==> src/sv/des_ks_pkg.sv <==
// ----------------------------------------------------------------------------
// DES key schedule package
// Permuted choice tables, rotation schedule and the bit selection functions.
// ----------------------------------------------------------------------------
`default_nettype none

package des_ks_pkg;

    localparam int KEY_W    = 64;
    localparam int HALF_W   = 28;
    localparam int CD_W     = 2 * HALF_W;
    localparam int SUBKEY_W = 48;
    localparam int ROUNDS   = 16;
    localparam int ROUND_W  = $clog2(ROUNDS);

    typedef logic [HALF_W-1:0]   t_half;
    typedef logic [SUBKEY_W-1:0] t_subkey;
    typedef logic [ROUND_W-1:0]  t_round;

    // 1-based DES bit positions, bit 1 is the msb
    localparam byte unsigned PC1 [CD_W] = '{
        8'd57, 8'd49, 8'd41, 8'd33, 8'd25, 8'd17, 8'd9,  8'd1,
        8'd58, 8'd50, 8'd42, 8'd34, 8'd26, 8'd18, 8'd10, 8'd2,
        8'd59, 8'd51, 8'd43, 8'd35, 8'd27, 8'd19, 8'd11, 8'd3,
        8'd60, 8'd52, 8'd44, 8'd36, 8'd63, 8'd55, 8'd47, 8'd39,
        8'd31, 8'd23, 8'd15, 8'd7,  8'd62, 8'd54, 8'd46, 8'd38,
        8'd30, 8'd22, 8'd14, 8'd6,  8'd61, 8'd53, 8'd45, 8'd37,
        8'd29, 8'd21, 8'd13, 8'd5,  8'd28, 8'd20, 8'd12, 8'd4
    };

    localparam byte unsigned PC2 [SUBKEY_W] = '{
        8'd14, 8'd17, 8'd11, 8'd24, 8'd1,  8'd5,  8'd3,  8'd28,
        8'd15, 8'd6,  8'd21, 8'd10, 8'd23, 8'd19, 8'd12, 8'd4,
        8'd26, 8'd8,  8'd16, 8'd7,  8'd27, 8'd20, 8'd13, 8'd2,
        8'd41, 8'd52, 8'd31, 8'd37, 8'd47, 8'd55, 8'd30, 8'd40,
        8'd51, 8'd45, 8'd33, 8'd48, 8'd44, 8'd49, 8'd39, 8'd56,
        8'd34, 8'd53, 8'd46, 8'd42, 8'd50, 8'd36, 8'd29, 8'd32
    };

    // set where the round rotates by two, round 1 leftmost
    localparam logic [0:ROUNDS-1] SHIFT_TWO = 16'b0011_1111_0111_1110;

    function automatic logic [CD_W-1:0] pc1(input logic [KEY_W-1:0] key);
        logic [CD_W-1:0] res;
        res = '0;
        for (int k = 0; k < CD_W; k++) begin
            res[6'(CD_W - 1 - k)] = key[6'(KEY_W - int'(PC1[k]))];
        end
        return res;
    endfunction

    function automatic t_subkey pc2(input logic [CD_W-1:0] cd);
        t_subkey res;
        res = '0;
        for (int k = 0; k < SUBKEY_W; k++) begin
            res[6'(SUBKEY_W - 1 - k)] = cd[6'(CD_W - int'(PC2[k]))];
        end
        return res;
    endfunction

    function automatic t_half rotl(input t_half v, input logic two);
        return two ? {v[HALF_W-3:0], v[HALF_W-1:HALF_W-2]}
                   : {v[HALF_W-2:0], v[HALF_W-1]};
    endfunction

endpackage

`default_nettype wire

==> src/sv/des_key_schedule.sv <==
// ----------------------------------------------------------------------------
// DES key schedule
// Takes a 64-bit key and issues its sixteen round subkeys, one per cycle unless the output stalls.
// ----------------------------------------------------------------------------
//  channel   dir  handshake                    payload
//  key       in   i_key_valid / o_key_ready    i_key[63:0]
//  subkey    out  o_sub_valid / i_sub_ready    o_round_index, o_subkey, o_last
//
//  a key request loads PC-1 of the key into the C/D half registers
//  each following cycle rotates C/D once and registers PC-2 as a subkey
//  sixteen subkeys per key, one for each step of the single rotate stage on C/D
//  the next key is taken in the cycle the sixteenth subkey is registered
//  a stalled output holds C/D and the round count; reset empties both sides
// ----------------------------------------------------------------------------
`default_nettype none

module des_key_schedule (
    input  wire logic                          i_clk,
    input  wire logic                          i_rst_n,
    input  wire logic                          i_key_valid,
    output logic                               o_key_ready,
    input  wire logic [des_ks_pkg::KEY_W-1:0]  i_key,
    output logic                               o_sub_valid,
    input  wire logic                          i_sub_ready,
    output logic [des_ks_pkg::ROUND_W-1:0]     o_round_index,
    output logic [des_ks_pkg::SUBKEY_W-1:0]    o_subkey,
    output logic                               o_last
);

    logic                      r_busy;
    des_ks_pkg::t_half         r_c;
    des_ks_pkg::t_half         r_d;
    des_ks_pkg::t_round        r_round;

    logic                      r_out_valid;
    des_ks_pkg::t_round        r_out_round;
    des_ks_pkg::t_subkey       r_out_subkey;
    logic                      r_out_last;

    logic                      advance;
    logic                      final_round;
    logic                      key_take;
    des_ks_pkg::t_half         n_c;
    des_ks_pkg::t_half         n_d;
    logic [des_ks_pkg::CD_W-1:0] key_cd;

    assign advance     = r_busy && (!r_out_valid || i_sub_ready);
    assign final_round = (r_round == des_ks_pkg::t_round'(des_ks_pkg::ROUNDS - 1));
    assign o_key_ready = !r_busy || (advance && final_round);
    assign key_take    = i_key_valid && o_key_ready;

    assign n_c    = des_ks_pkg::rotl(r_c, des_ks_pkg::SHIFT_TWO[r_round]);
    assign n_d    = des_ks_pkg::rotl(r_d, des_ks_pkg::SHIFT_TWO[r_round]);
    assign key_cd = des_ks_pkg::pc1(i_key);

    // half registers and round count
    always_ff @(posedge i_clk) begin
        if (!i_rst_n) begin
            r_busy  <= 1'b0;
            r_round <= '0;
        end else if (key_take) begin
            r_busy  <= 1'b1;
            r_round <= '0;
        end else if (advance) begin
            r_busy  <= !final_round;
            r_round <= r_round + des_ks_pkg::t_round'(1);
        end
    end

    always_ff @(posedge i_clk) begin
        if (key_take) begin
            r_c <= key_cd[des_ks_pkg::CD_W-1:des_ks_pkg::HALF_W];
            r_d <= key_cd[des_ks_pkg::HALF_W-1:0];
        end else if (advance) begin
            r_c <= n_c;
            r_d <= n_d;
        end
    end

    // result register
    always_ff @(posedge i_clk) begin
        if (!i_rst_n) begin
            r_out_valid <= 1'b0;
        end else if (advance) begin
            r_out_valid <= 1'b1;
        end else if (i_sub_ready) begin
            r_out_valid <= 1'b0;
        end
    end

    always_ff @(posedge i_clk) begin
        if (advance) begin
            r_out_round  <= r_round;
            r_out_subkey <= des_ks_pkg::pc2({n_c, n_d});
            r_out_last   <= final_round;
        end
    end

    assign o_sub_valid   = r_out_valid;
    assign o_round_index = r_out_round;
    assign o_subkey      = r_out_subkey;
    assign o_last        = r_out_last;

endmodule

`default_nettype wire
==> config.mk <==
export PLATFORM = sky130hd
export DESIGN_NAME = des_key_schedule
export DESIGN_NICKNAME = d
export VERILOG_FILES = /design/src/sv/des_ks_pkg.sv /design/src/sv/des_key_schedule.sv
export SDC_FILE = /design/constraint.sdc
export NUM_CORES = 1
export LEC_CHECK = 0
export ABC_CLOCK_PERIOD_IN_PS = 2900
export CORE_MARGIN = 2
export CORE_UTILIZATION = 50
export CTS_CLUSTER_SIZE = 25
export DETAILED_ROUTE_END_ITERATION = 12
export DONT_BUFFER_PORTS = 1
export PLACE_DENSITY_LB_ADDON = 0.12
export SYNTH_ARGS = -nofsm -noshare
export SYNTH_HDL_FRONTEND = slang
export SYNTH_SLANG_ARGS = --single-unit
==> constraint.sdc <==
create_clock -name i_clk -period 2.9 [get_ports i_clk]
set_input_delay 0.58 -clock i_clk [delete_from_list [all_inputs] [get_ports i_clk]]
set_output_delay 0.58 -clock i_clk [all_outputs]
set_load 0.01 [all_outputs]
* Word level (Yosys, flattened, before mapping)
Memories as Yosys holds them, arrays and structs flattened.
Index checks and enable logic that the tools add are counted.
Widths: inputs -> output; s select.
** Operators by class
- Div/mod/pow operators :: 0
- Add/subtract/negate cells :: 1
- Muxes and demuxes :: 12
- Shift operators :: 0
- Reductions and logical operators :: 11
- Equal/unequal tests :: 1
- Bitwise operators :: 2
- Multiply operators :: 0
- $lt $le $gt $ge :: 1
** Operators with widths (count)
- $mux 28 :: 4
- $mux 4 :: 2
- $mux 1 :: 6
- $ge 5x5->1 const B :: 1
- $not 4->5 :: 1
- $add 4x1->4 const B :: 1
- $eq 4x4->1 const B :: 1
- $reduce_bool 2->1 :: 2
- $logic_and 1x1->1 :: 3
- $logic_not 1->1 :: 3
- $logic_or 1x1->1 :: 2
- $reduce_or 2->1 :: 1
- $not 1->1 :: 1
** Word-level totals
- Memory bits (read-only) :: 16
- Flip-flop bits (word level) :: 93
- RAM bits :: 0
- Memories kept :: 1
- Bits in latches :: 0
** Memory list
- (name not given) :: words 16, bits a word 1, rd ports 1, clocked after memory_dff 0, wr ports 0, RTL line des_key_schedule.sv:53 : assign n_d = des_ks_pkg::rotl(r_d, des_ks_pkg::SHIFT_TWO[r_round]);

* Depth between registers and ports, before layout
Gate-level depths: netlist (run 1).
- Depth after elaboration :: 7
- Gate-level depth with buffers :: 7
- Mapped depth without buffers :: 6

* Worst setup path after synthesis (run 1)
Ideal clock, no wire load.
- Path type :: input-to-reg
- Start point :: input port i_sub_ready
- End point :: register r_c[0], enable pin
- Arrival time :: 1978 ps
- Path slack :: 535 ps
- Library setup time :: 387 ps
- Cell stages on the path :: 6
- Cells stage by stage :: nand2b_1 > nand2_1 > o21a_1 > clkbuf_1 > clkbuf_1 > inv_1
** On the way
- Longest elaborated chain between the ends :: 6
** RTL lines
- start, declared :: RTL line des_key_schedule.sv:24 : input wire logic i_sub_ready,
- $logic_or 1x1->1 * :: RTL line des_key_schedule.sv:47 : assign advance = r_busy && (!r_out_valid || i_sub_ready);
- $logic_and 1x1->1 * :: RTL line des_key_schedule.sv:47
- $logic_and 1x1->1 :: RTL line des_key_schedule.sv:49 : assign o_key_ready = !r_busy || (advance && final_round);
- $logic_or 1x1->1 :: RTL line des_key_schedule.sv:49
- $logic_and 1x1->1 :: RTL line des_key_schedule.sv:50 : assign key_take = i_key_valid && o_key_ready;
- $reduce_bool 2->1 (no source line) *
- end signal, assigned :: RTL line des_key_schedule.sv:72 : r_c <= key_cd[des_ks_pkg::CD_W-1:des_ks_pkg::HALF_W];
- end signal, assigned :: RTL line des_key_schedule.sv:75 : r_c <= n_c;
- end, declared :: RTL line des_key_schedule.sv:31 : des_ks_pkg::t_half r_c;
Every way passes the cells marked *; elsewhere a longest branch is shown, timed or not.
A chain may end at the register's enable or synchronous reset.

* Worst setup path after layout (run 1)
- Start point :: register r_round[1]
- End point :: register r_d[23], data pin
** On the way
- Longest elaborated chain between the ends :: 7
** RTL lines
- start, declared :: RTL line des_key_schedule.sv:33 : des_ks_pkg::t_round r_round;
- start signal, assigned :: RTL line des_key_schedule.sv:66 : r_round <= r_round + des_ks_pkg::t_round'(1);
- $not 4->5 (not written as such) :: RTL line des_key_schedule.sv:53
- $mem_v2 16x1
- $mux 1 (not written as such) (2 in a row) :: RTL line des_key_schedule.sv:53
- $mux 28 :: RTL line des_ks_pkg.sv:62 : return two ? {v[HALF_W-3:0], v[HALF_W-1:HALF_W-2]}
- net n_d[23] :: RTL line des_key_schedule.sv:44 : des_ks_pkg::t_half n_d;
- $mux 28 :: RTL line des_key_schedule.sv:74 : end else if (advance) begin
- $mux 28 :: RTL line des_key_schedule.sv:71 : if (key_take) begin
- end signal, assigned :: RTL line des_key_schedule.sv:73 : r_d <= key_cd[des_ks_pkg::HALF_W-1:0];
- end signal, assigned :: RTL line des_key_schedule.sv:76 : r_d <= n_d;
- end, declared :: RTL line des_key_schedule.sv:32 : des_ks_pkg::t_half r_d;
The timed path passes the listed nets, and every way through them passes these cells. The select of a mux whose other input is x is not followed.

==> flow_summary.yaml, run 1 <==
setup_path:
  cp-end-kind: "flop"
  r2r_slack_ns: 0.58
  cp.required_ns: 3.03
  cp_max_fo: 16
  critPathLaunchType: "flop"
  path_class: "reg -> reg"
  crit_arrival_ns: 2.44
logic_synthesis:
  synth_compound_area_frac: 0.1271
  ys_seq_area_frac: 0.5064
  muxShareOfSynthArea: 0.1665
  yosysUniqueCellTypes: 30
  synth_top_family_by_area: "multiplexers"
  synthesis.area_um2: 4922
  synth_fa_ha_area_frac: 0.005084
  syn_inst: 419
  ys_ff_latch: 93
  yosysWarnings: 0
  syn_area_per_cell_um2: 11.75
  synth_xor_area_frac: 0.005338
  synthSimpleGateAreaFrac: 0.1167
place:
  gp_congestion: 0.7897
  preCtsSetupSlack_ns: 0.5920
  post-dp-hpwl_um: 5615
  numPortBuffers: 0
drt:
  vias: 3176
  drt_iter0_drc: 172
  ant_nets: 0
  routed_wl_um: 9234
  drc: 0
  wl_per_cell_um: 16.94
  firstDrtPassIters: 4
  viasPerCell: 5.828
clock_network:
  cts_made_buffers: 9
  clock_path_buffers: 2
  cts-root-buf: "clkbuf_8"
  clk_latency_ns: 0.36
  clk_pin_slew_ns: 0.10
  cts_hold_buf: 0
  htree_num_levels: 3
  tritoncts: "yes"
  post_cts_buffers: 0
  cts.sinks: 93
  cts_resized: 0
global_route:
  grt_start_max_net_pins: 66
  antenna_found_initial: 2
  overflow: 0
  grt_pass1_vias: 2888
  groute.usage.overall: 0.1842
  grt_pass1_wl_um: 15100
timing:
  report.final.hold_viol_count: 0
  rsz0062_at_grt: "no"
  period_minus_slack_ns: 2.315
  layout_setup_ws_ns: 0.5849
  fmax_mhz: 431.9
  maxSlewViolCount: 0
  worst_pin_slew_ns: 0.7222
  tns_ns: 0
  fin_skew_ns: 0.01268
  hold_ws_ns: 0.3375
  setup-violations-final: 0
  max_slew_margin: 0.5174
  layout_worst_path_cycle_share: 0.7983
floorplanning:
  core_area_um2: 9684
  die_h_um: 103.2
  initial_core_util: 0.5083
  num_rows: 36
  die_area_um2: 10650
  io_pins: 123
  die_x_um: 103.2
min_path:
  hold_path_class: "in -> reg"
layout:
  seq_area_um2: 2496
  fillers: 851
  syn2layout_area_growth_pct: 4.652
  multi_input_area_um2: 2173
  drive_above_1_share: 0.1537
  nets: 475
power_and_ir_drop:
  irDropWorstVdd_mv: 0.3214
  p_leak_nw: 1.960
  power.density_nw_per_um2: 552.0
run_status:
  outcome: "complete, no violations"
flow_run:
  drv_cap: 0
cell usage in the layout, fill, tap and decap left out, drive strengths merged, types with 3 or more instances in the layout:
master,instances
clkbuf,10
o211a,24
mux2,31
buf,12
and3,5
and2,14
xnor2,3
inv,8
nand3,83
nor2,4
mux2i,44
o211ai,17
dfxtp,30
conb,22
edfxtp,63
o2bb2ai,24
clkinv,3
cells by family (layout without fill, tap and decap cells):
family / count (synthesis) / after routing
AND/OR/NAND/NOR: 111 / 111
flip-flops: 93 / 93
multiplexers: 75 / 75
AO/OA/AOI/OAI: 70 / 70
buffers and inverters: 64 / 34
XOR/XNOR: 3 / 3
adder cells (fa/ha/maj): 2 / 2
other: 1 / 24
power by group:
| group | switching, W | leakage [nW] | internal, W |
|---|---|---|---|
| registers | 0.0000886 | 0.863 | 0.00155 |
| clock network | 0.000478 | 0.101 | 0.000407 |
| logic | 0.000183 | 0.996 | 0.000132 |
| total | 0.000750 | 1.96 | 0.00209 |
path summary, 6_finish.rpt:
kind | start | endpoint | cells after the start
max | r_round[1] | r_d[23] | 7
min | i_rst_n | o_sub_valid | 1
max reg2reg | r_round[1] | r_d[23] | 7
min reg2reg | r_c[9] | r_c[9] | 1
flip-flops by register name, summed over array words and instances (netlist names):
name           count
o_subkey          26
o_last             1
r_busy             1
o_sub_valid        1
o_round_index      4
r_round            4
r_c               28
r_d               28
stage by stage:
step / util / std cells / area [um^2] / power, W
finish: 0.5319 / 545 / 5151 / 0.002844
floorplan: - / 440 / 5001 / 0.001920
global placement: 0.5110 / 527 / 4949 / 0.001985
detailed placement: 0.5110 / 527 / 4949 / 0.001993
CTS: 0.5314 / 543 / 5146 / 0.002876
global route: 0.5314 / 543 / 5146 / 0.002981
final cells by class:
type / instances / share of cell area
clock inverter: 6 / 0.01360
multi-input combinational: 283 / 0.4219
antenna: 2 / 0.0009716
sequential: 93 / 0.4846
inverter: 6 / 0.004372
tap: 133 / 0.03231
clock buffer: 10 / 0.02478
timing repair buffer: 12 / 0.01749
metal layers:
metal  part of all wire  global-route usage  wire (um)
met4              0.020             0.07692        183
met1               0.46              0.2471       4209
met3              0.038             0.04839        354
met5                  0                   0          0
met2               0.49              0.2842       4486
worst max-delay path, cell delays in order (launching register included):
cell and delay, ns:
dfxtp_1 0.49, inv_1 0.08, ha_1 0.22, mux2_4 0.30, a21oi_4 0.14, buf_4 0.28
mux2_2 0.40, and2_1 0.16
synthesized netlist by cell type (all sizes together):
master | instances | area (um^2)
dfxtp | 30 | 600.6
ha | 2 | 25.02
nor3 | 1 | 5.000
and2 | 14 | 87.58
nor2 | 4 | 15.01
o211ai | 17 | 127.6
o211a | 24 | 240.2
nand2b | 1 | 6.260
edfxtp | 63 | 1892
and3 | 5 | 31.28
buf | 40 | 265.3
clkbuf | 18 | 67.56
conb | 1 | 3.750
o21a | 2 | 15.01
a21boi | 1 | 7.510
xnor2 | 3 | 26.28
nand2 | 2 | 7.510
nand3 | 83 | 415.4
mux2 | 31 | 379.1
mux2i | 44 | 440.4
nor2b | 1 | 6.260
o2bb2ai | 24 | 210.2
a21oi | 1 | 16.27
inv | 6 | 22.52
o21ai | 1 | 8.760
Note: power is estimated with default switching activity, not from simulation.
==> run 2: changes to the inputs <==
- ABC_CLOCK_PERIOD_IN_PS: 2900 -> 2200
- clock period: 2.9 -> 2.2 ns (I/O delays scaled with it)
==> flow_summary.yaml, run 2 (same netlist as run 1, synthesis figures left out) <==
run_status:
  outcome: "complete, no violations"
place:
  dpl_cell_area_um2: 5050
  gp_congestion: 0.8063
  post-dp-hpwl_um: 5735
  numPortBuffers: 0
global_route:
  antenna_found_initial: 0
  grt_pass1_wl_um: 15190
  overflow: 0
  grt_start_max_net_pins: 121
  grt_pass1_vias: 2909
  groute.usage.overall: 0.1874
setup_path:
  rr_startpoint: "r_round[0]"
  crit_path_start: "r_round[0]"
  cp_max_fo: 16
  path_class: "reg -> reg"
  critPathLaunchType: "flop"
  cp-end-kind: "flop"
  r2r_end: "r_d[23]"
  r2r_slack_ns: 0.12
  crit_arrival_ns: 2.21
  reg2regPathDepth: 7
  cp.required_ns: 2.32
  endpoint: "r_d[23]"
drt:
  firstDrtPassIters: 4
  drc: 0
  viasPerCell: 5.822
  drt_iter0_drc: 120
  ant_nets: 0
  wl_per_cell_um: 17.23
  routed_wl_um: 9406
  vias: 3179
clock_network:
  htree_num_levels: 3
  cts_resized: 0
  post_cts_buffers: 0
  clock_path_buffers: 2
  cts_hold_buf: 0
  cts-root-buf: "clkbuf_8"
  cts_made_buffers: 9
  clk_pin_slew_ns: 0.09
  tritoncts: "yes"
  clk_latency_ns: 0.36
  cts.sinks: 93
power_and_ir_drop:
  power.density_nw_per_um2: 710.5
  p_leak_nw: 1.979
  p_seq_frac: 0.581
  p_clk_frac: 0.301
  p_int_w: 0.002757
  p_sw_w: 0.0009672
  switching_share: 0.2597
  power_frac_comb: 0.118
  irDropWorstVdd_mv: 0.2933
min_path:
  holdPathStages: 1
  hold_path_class: "in -> reg"
  hold_start: "i_rst_n"
layout:
  stdcell_area_um2: 5241
  final_cell_mix: "83 x nand3_1, 63 x edfxtp_1, 43 x mux2i_1"
  syn2layout_area_growth_pct: 6.482
  fillers: 856
  nets: 478
  final_common_cell: "nand3_1"
  drive_above_1_share: 0.1602
timing:
  setup-violations-final: 0
  maxSlewViolCount: 0
  layout_worst_path_cycle_share: 0.9467
  tns_ns: 0
  fmax_mhz: 480.2
  report.final.hold_viol_count: 0
  rsz0062_at_grt: "no"
  period_minus_slack_ns: 2.083
  fin_skew_ns: 0.008006
floorplanning:
  die_area_um2: 10650
  io_pins: 123
  initial_core_util: 0.5083
  die_x_um: 103.2
  core_area_um2: 9684
  die_h_um: 103.2
  num_rows: 36
flow_run:
  drv_cap: 0
==> run 2: routing by layer <==
metal | up-vias | wire, um | GRT usage
met2 | 62 | 4654 | 0.3042
met4 | 0 | 176 | 0.06680
met1 | 1577 | 4213 | 0.2447
met3 | 14 | 361 | 0.04704
li1 | 1526 | - | -
met5 | - | 0 | 0
==> run 2: metrics by stage <==
step | power [W] | util | cells | worst slack, ns | hold slack [ns]
6_report | 0.003724 | 0.5412 | 546 | 0.1174 | 0.1951
3_5_place_dp | 0.002650 | 0.5214 | 530 | 0.1163 | 0.5029
5_1_grt | 0.003917 | 0.5410 | 545 | 0.02624 | 0.1767
3_3_place_gp | 0.002636 | 0.5214 | 530 | 0.1553 | 0.5003
4_1_cts | 0.003769 | 0.5410 | 545 | 0.1015 | 0.1754
2_1_floorplan | 0.002532 | - | 440 | 0.02080 | 0.4029
==> run 2: worst max-delay path: stages (launching register included) <==
cell     delay, ns
dfxtp_1       0.36
inv_1         0.05
ha_1          0.24
mux2_4        0.31
a21oi_4       0.17
buf_12        0.18
mux2_2        0.38
and2_1        0.16
==> run 2: worst min path at each step <==
stage / to / slack, ns
4_1_cts: o_sub_valid / 0.18
3_5_place_dp: r_c[19] / 0.50
5_1_grt: o_sub_valid / 0.18
2_1_floorplan: o_round_index[3] / 0.40
3_3_place_gp: r_c[5] / 0.50
6_report: o_sub_valid / 0.20
==> run 2: final cells by class <==
cell class,count,area [um^2],area share
timing repair buffer,15,187.7,0.03581
inverter,6,26.28,0.005013
sequential,93,2496,0.4762
tap,133,166.4,0.03175
antenna,1,2.502,0.0004774
multi-input combinational,283,2173,0.4147
clock inverter,6,65.06,0.01241
clock buffer,9,123.9,0.02363
==> run 2: power by group through the flow <==
stage          registers, W  logic (W)  clock network [W]
4_1_cts             0.00217   0.000446            0.00116
3_5_place_dp        0.00221   0.000444                  0
3_3_place_gp        0.00220   0.000437                  0
2_1_floorplan       0.00218   0.000354                  0
5_1_grt             0.00219   0.000488            0.00124
6_report            0.00216   0.000439            0.00112
==> run 3: changes to the inputs <==
- CELL_PAD_IN_SITES_DETAIL_PLACEMENT: default -> 1
- CELL_PAD_IN_SITES_GLOBAL_PLACEMENT: default -> 2
- CORE_UTILIZATION: 50 -> 41
- RECOVER_POWER: default -> 25
==> flow_summary.yaml, run 3 (same netlist as run 1, synthesis figures left out) <==
timing:
  fmax_mhz: 480.8
  rsz0062_at_grt: "no"
  maxSlewViolCount: 0
  max_slew_margin: 0.4774
  tns_ns: 0
  hold_ws_ns: 0.2165
  period_minus_slack_ns: 2.080
  fin_skew_ns: 0.009878
  report.final.hold_viol_count: 0
  worst_pin_slew_ns: 0.7839
  layout_worst_path_cycle_share: 0.9453
  setup-violations-final: 0
clock_network:
  clk_pin_slew_ns: 0.07
  cts-root-buf: "clkbuf_16"
  tritoncts: "yes"
  clk_latency_ns: 0.35
  cts.sinks: 93
  cts_made_buffers: 9
  clock_path_buffers: 2
  htree_num_levels: 3
  post_cts_buffers: 0
setup_path:
  path_class: "reg -> reg"
  cp_max_fo: 16
  cp.required_ns: 2.31
  crit_arrival_ns: 2.19
  crit_path_start: "r_round[0]"
  cp-end-kind: "flop"
  critPathLaunchType: "flop"
  rr_startpoint: "r_round[0]"
power_and_ir_drop:
  p_sw_w: 0.001104
  p_leak_nw: 2.046
  p_seq_frac: 0.526
  p_int_w: 0.003027
  switching_share: 0.2673
  irDropWorstVdd_mv: 0.3567
  power.density_nw_per_um2: 772.2
  p_clk_frac: 0.365
  power_frac_comb: 0.109
layout:
  nets: 482
  drive_above_1_share: 0.1775
  final_cell_mix: "83 x nand3_1, 63 x edfxtp_1, 43 x mux2i_1"
  antenna_cells: 0
  final_common_cell: "nand3_1"
  syn2layout_area_growth_pct: 8.693
place:
  numPortBuffers: 0
  post-dp-hpwl_um: 6692
  gp_congestion: 0.7138
drt:
  routed_wl_um: 10820
  firstDrtPassIters: 4
  drt_iter0_drc: 192
  wl_per_cell_um: 19.18
  vias: 3256
  drc: 0
  viasPerCell: 5.773
  ant_nets: 0
global_route:
  overflow: 0
  grt_pass1_wl_um: 17750
  grt_start_max_net_pins: 48
  antenna_found_initial: 0
  groute.usage.overall: 0.1752
  grt_pass1_vias: 3215
run_status:
  outcome: "complete, no violations"
floorplanning:
  die_area_um2: 12900
  num_rows: 40
  core_area_um2: 11860
  io_pins: 123
  initial_core_util: 0.4150
  die_h_um: 113.6
  die_x_um: 113.6
min_path:
  hold_path_class: "in -> reg"
  hold_start: "i_rst_n"
flow_run:
  drv_cap: 0
-- run 3: cell type report --
cell class              instances  area, um^2
flip-flops and latches         93        2499
fillers                      1252        6511
well taps                     147       183.9
multi-input cells             283        2173
inverters                       6       26.28
repair buffers                 19       187.7
clock buffers                   9       225.2
clock inverters                 7       55.05
-- run 3: what timing repair did --
item                                    in CTS  in global routing
endpoints found under the setup margin       0                  7
hold buffers                                 0                  0
resized for setup                            0                  2
-- run 3: metrics by stage --
step / total power (W) / area, um^2 / setup WS (ns) / utilization / std cells
floorplan: 0.002532 / 5006 / 0.02080 / - / 440
global placement: 0.002659 / 5085 / 0.08026 / 0.4287 / 548
detailed placement: 0.002671 / 5085 / 0.05012 / 0.4287 / 548
CTS: 0.004188 / 5365 / 0.03718 / 0.4523 / 564
global route: 0.004307 / 5350 / 0.04308 / 0.4511 / 564
finish: 0.004131 / 5350 / 0.1203 / 0.4511 / 564
-- run 3: power by group through the flow --
stage / Clock (W) / Sequential (W) / Combinational, W
floorplan: 0 / 0.00218 / 0.000354
global placement: 0 / 0.00221 / 0.000454
detailed placement: 0 / 0.00221 / 0.000459
CTS: 0.00155 / 0.00217 / 0.000462
global route: 0.00162 / 0.00219 / 0.000496
finish: 0.00151 / 0.00217 / 0.000450
-- run 3: worst paths after layout --
kind | end | cells past startpoint | slack, ns
max | r_d[20] | 7 | 0.12
min | o_sub_valid | 1 | 0.22
max reg2reg | r_d[20] | 7 | 0.12
min reg2reg | o_round_index[0] | 0 | 0.49
-- run 3: worst max-delay path: stages (launching register included) --
cell and delay [ns]:
dfxtp_2 0.37, inv_1 0.06, ha_1 0.21, mux2_4 0.31, a21oi_4 0.17, buf_12 0.18, mux2_2 0.37, and2_1 0.16
-- run 3: per-layer routing --
metal	share of wire	wire length [um]	vias up	global-route usage
met1	0.48	5168	1625	0.2417
li1	-	-	1540	-
met5	0	0	-	0
met3	0.031	333	15	0.03135
met2	0.47	5089	76	0.2723
met4	0.021	227	0	0.07480
